<file path="src/rtl/core/spcf_ram.sv">
// generic single-write, single-read ram with registered read data
module spcf_ram #(
   parameter int WIDTH = 16,
   parameter int DEPTH = 128
) (
   input  logic                     clock,
   input  logic                     wr_en,
   input  logic [$clog2(DEPTH)-1:0] wr_addr,
   input  logic [WIDTH-1:0]         wr_data,
   input  logic [$clog2(DEPTH)-1:0] rd_addr,
   output logic [WIDTH-1:0]         rd_data
);

   logic [WIDTH-1:0] mem [DEPTH];
   logic [WIDTH-1:0] rd_data_ff;

   always_ff @(posedge clock) begin
      if (wr_en) begin
         mem[wr_addr] <= wr_data;
      end
      rd_data_ff <= mem[rd_addr];
   end

   assign rd_data = rd_data_ff;

endmodule

</file>
<file path="config.mk">
export PLATFORM = sky130hd
export DESIGN_NAME = spcf_ram
export DESIGN_NICKNAME = d
export VERILOG_FILES = /design/src/rtl/core/spcf_ram.sv
export SDC_FILE = /design/constraint.sdc
export NUM_CORES = 2
export LEC_CHECK = 0
export ABC_AREA = 1
export BUFFER_PORTS_ARGS = -buffer_cell sky130_fd_sc_hd__buf_2
export CORE_ASPECT_RATIO = 1.5
export CORE_UTILIZATION = 45
export DETAILED_ROUTE_END_ITERATION = 12
export HOLD_SLACK_MARGIN = 0.12
export PLACE_DENSITY = 0.68
export SLEW_MARGIN = 10
export SYNTH_ARGS = -nofsm -noshare
export SYNTH_HDL_FRONTEND = slang
export SYNTH_SLANG_ARGS = --single-unit
export TNS_END_PERCENT = 1
</file>
<file path="constraint.sdc">
create_clock -name clock -period 2.1 [get_ports clock]
set_input_delay 0.105 -clock clock [delete_from_list [all_inputs] [get_ports clock]]
set_output_delay 0.105 -clock clock [all_outputs]
set_load 0.03 [all_outputs]
</file>
==> run_results.csv <==
group,metric,value,unit
critical_path,r2r_end,"rd_data[14]",
critical_path,endpoint_kind,"register",
status,outcome,"complete, no violations",
synthesis,syn_nets,6825,
critical_path,cp.arrival,2710,ps
critical_path,r2r_start,"mem[102][14]",
timing,setup-violations-final,0,
synthesis,synth-edff-count,2048,
synthesis,synth_ff_type,"edfxtp_1",
power,peakVddDrop,0.673,mV
die,die_area,186000,µm²
die,die_h,527,µm
drt,wl_per_cell,24.8,µm
drt,ant_nets,0,
timing,max_slew_margin,39.5,%
timing,tns,0,ps
power,cellLeakagePower,33.9,nW
die,start_util,45.4,%
cts,postCtsSetupBuffers,0,
die,rows,192,
power,p_total,0.0851,W
critical_path,crit_type,"reg -> reg",
cells_and_area,syn_to_final_growth,15.9,%
cts,cts_tree,"built",
synthesis,synth_top_area_share,74.2,%
drt,drc,0,
critical_path,rrSetupSlack,130,ps
timing,worstMarginPinSlew,906,ps
die,fp.coreArea,183000,µm²
global_routing,grt_max_degree,129,
cells_and_area,drive_gt1_share,11.4,%
cells_and_area,nNetsFinal,7145,
die,fp.dieW,352,µm
synthesis,synth.most_common_cell,"nand2_1",
placement,place.gp.congestion,0.929,
timing,holdWs,152,ps
cts,numCtsBuffers,186,
timing,hold_violations,0,
critical_path,critical_path_required,2850,ps
timing,fin_crit_sh,93.6,%
timing,worst_clock_skew,53.2,ps
global_routing,track_usage,25.5,%
timing,maxSlewViolCount,0,
cts,clkLatencyLatePin,860,ps
timing,rsz0062_at_grt,"false",
critical_path,startpoint_type,"register",
global_routing,grt_overflow_total,0,
cts,cts_root_buffer,"clkbuf_16",
drt,vias_per_cell,5.74,
synthesis,synth_area_leader_cell,"edfxtp_1",
critical_path,rr_worst_depth,9,
placement,io_buffers,47,
flow_run,drv_cap,0,
synthesis,synth_area,82800,µm²
global_routing,first_global_vias,53792,
cells_and_area,final_core_util,52.6,%
synthesis,synth_cell_types,15,
global_routing,antenna_found_initial,14,
timing,max_freq,509,MHz
drt,routed_wl,240,mm
synthesis,async_reset_ff_share,0,%
synthesis,synth_common_cells,"2087 x nand2_1, 2048 x edfxtp_1, 2019 x nand3_1, 251 x buf_2, 134 x nor2_1",
synthesis,netlist_top_cells_area,"edfxtp_1 74%, nand3_1 12%, nand2_1 9.5%, buf_2 1.5%, nor2_1 0.61%",
cts,cts.htree.levels,4,
critical_path,worst-path-max-fanout,1,
synthesis,avgSynthCellArea,12.2,µm²
die,ioPinCount,48,
drt,drt_pass1_iterations,6,
drt,first_iter_violations,6479,
timing,finalCriticalPeriod,1970,ps
global_routing,grt_pass1_wl,352,mm
drt,vias,55623,
cts,cts.sinks,2064,
synthesis,ys_seq_area_share,74.6,%
cts,clk_pin_slew_worst_paths,70,ps
power,power.density,886,nW/µm²
placement,place_ws,-340,ps
hold_path,hold_class,"in -> reg",
placement,dpl.hpwl,150,mm
hold_path,whs_path_depth,9,
hold_path,hold_end,"rd_data[12]",
timing,fin_ws,133,ps
synthesis,synth-seq-cells,2064,
synthesis,synth_cells,6793,
hold_path,hold_start,"rd_addr[2]",
cts,cts_buffer_depth,4,
synthesis,yosys_warnings,0,
-- state kept, by name, summed over array words and instances (netlist names) --
signal   count
mem       2048
rd_data     16
-- cell families (layout without fill, tap and decap cells) --
kind of cell,after synthesis,count (layout),synth area share (%)
DFF,2064,2064,74.6
and+or+nand+nor,4248,4248,22.3
buffers and inverters,481,945,3.05
other,0,6,0
-- metrics by stage --
| step | area, µm² | instances |
|---|---|---|
| 2_1_floorplan | 82800 | 6793 |
| 3_3_place_gp | 89800 | 9319 |
| 3_5_place_dp | 89800 | 9319 |
| 4_1_cts | 96000 | 9682 |
| 5_1_grt | 96000 | 9685 |
| 6_report | 96000 | 9688 |
-- repair_timing --
item                       in CTS  in global routing
hold endpoints to repair     2409                  0
gates resized for setup         0                  1
setup endpoints to repair       0                  1
hold buffers                   31                  0
-- where the power goes --
| part | total, W | internal (W) | switching, W |
|---|---|---|---|
| Sequential | 0.0456 | 0.0454 | 0.000127 |
| Combinational | 0.00618 | 0.00182 | 0.00436 |
| Clock | 0.0333 | 0.0186 | 0.0147 |
-- final cells by class --
type	instances	area, µm²
inverter	24	124
fill	14962	86600
sequential	2064	61800
timing repair buffer	589	6660
tap	2425	3030
antenna	6	15.0
clock buffer	244	5010
multi-input combinational	4248	18500
clock inverter	88	863
-- critical path: stages (launching register included) --
cell and delay, ps:
edfxtp_1 370, nand2_1 70, nand3_1 60, nand3_1 120
nand3_1 120, nand3_1 300, nand3_1 140, nand3_1 110
dlygate4sd3_1 550, nand2_1 40
-- cells in the final DEF, fill, tap and decap left out, drive strengths merged --
cell type    count
buf            558
clkbuf         244
clkinv          57
nand2         2087
inv             30
dlygate4sd3     31
nand3         2019
nor3             8
dfxtp           16
clkinvlp        11
edfxtp        2048
diode            6
nor2           134
bufinv          14
-- layer usage --
| layer | GRT usage (%) | part of all wire, % | vias up |
|---|---|---|---|
| met5 | 0 | 0.047 | - |
| li1 | - | - | 24880 |
| met1 | 30.0 | 35 | 27252 |
| met2 | 42.3 | 49 | 2803 |
| met4 | 18.9 | 8.3 | 18 |
| met3 | 4.09 | 8.1 | 670 |
-- worst max-delay path by stage --
stage             endpoint  cells after the start    startpoint
3_3_place_gp    rd_data[7]                     13    rd_addr[0]
6_report       rd_data[14]                      9  mem[102][14]
5_1_grt        rd_data[14]                      9  mem[111][14]
4_1_cts         rd_data[6]                      9    mem[99][6]
2_1_floorplan  mem[105][0]                      4         wr_en
3_5_place_dp    rd_data[7]                     13    rd_addr[0]
No activity file was read; power rests on OpenSTA's default activity.
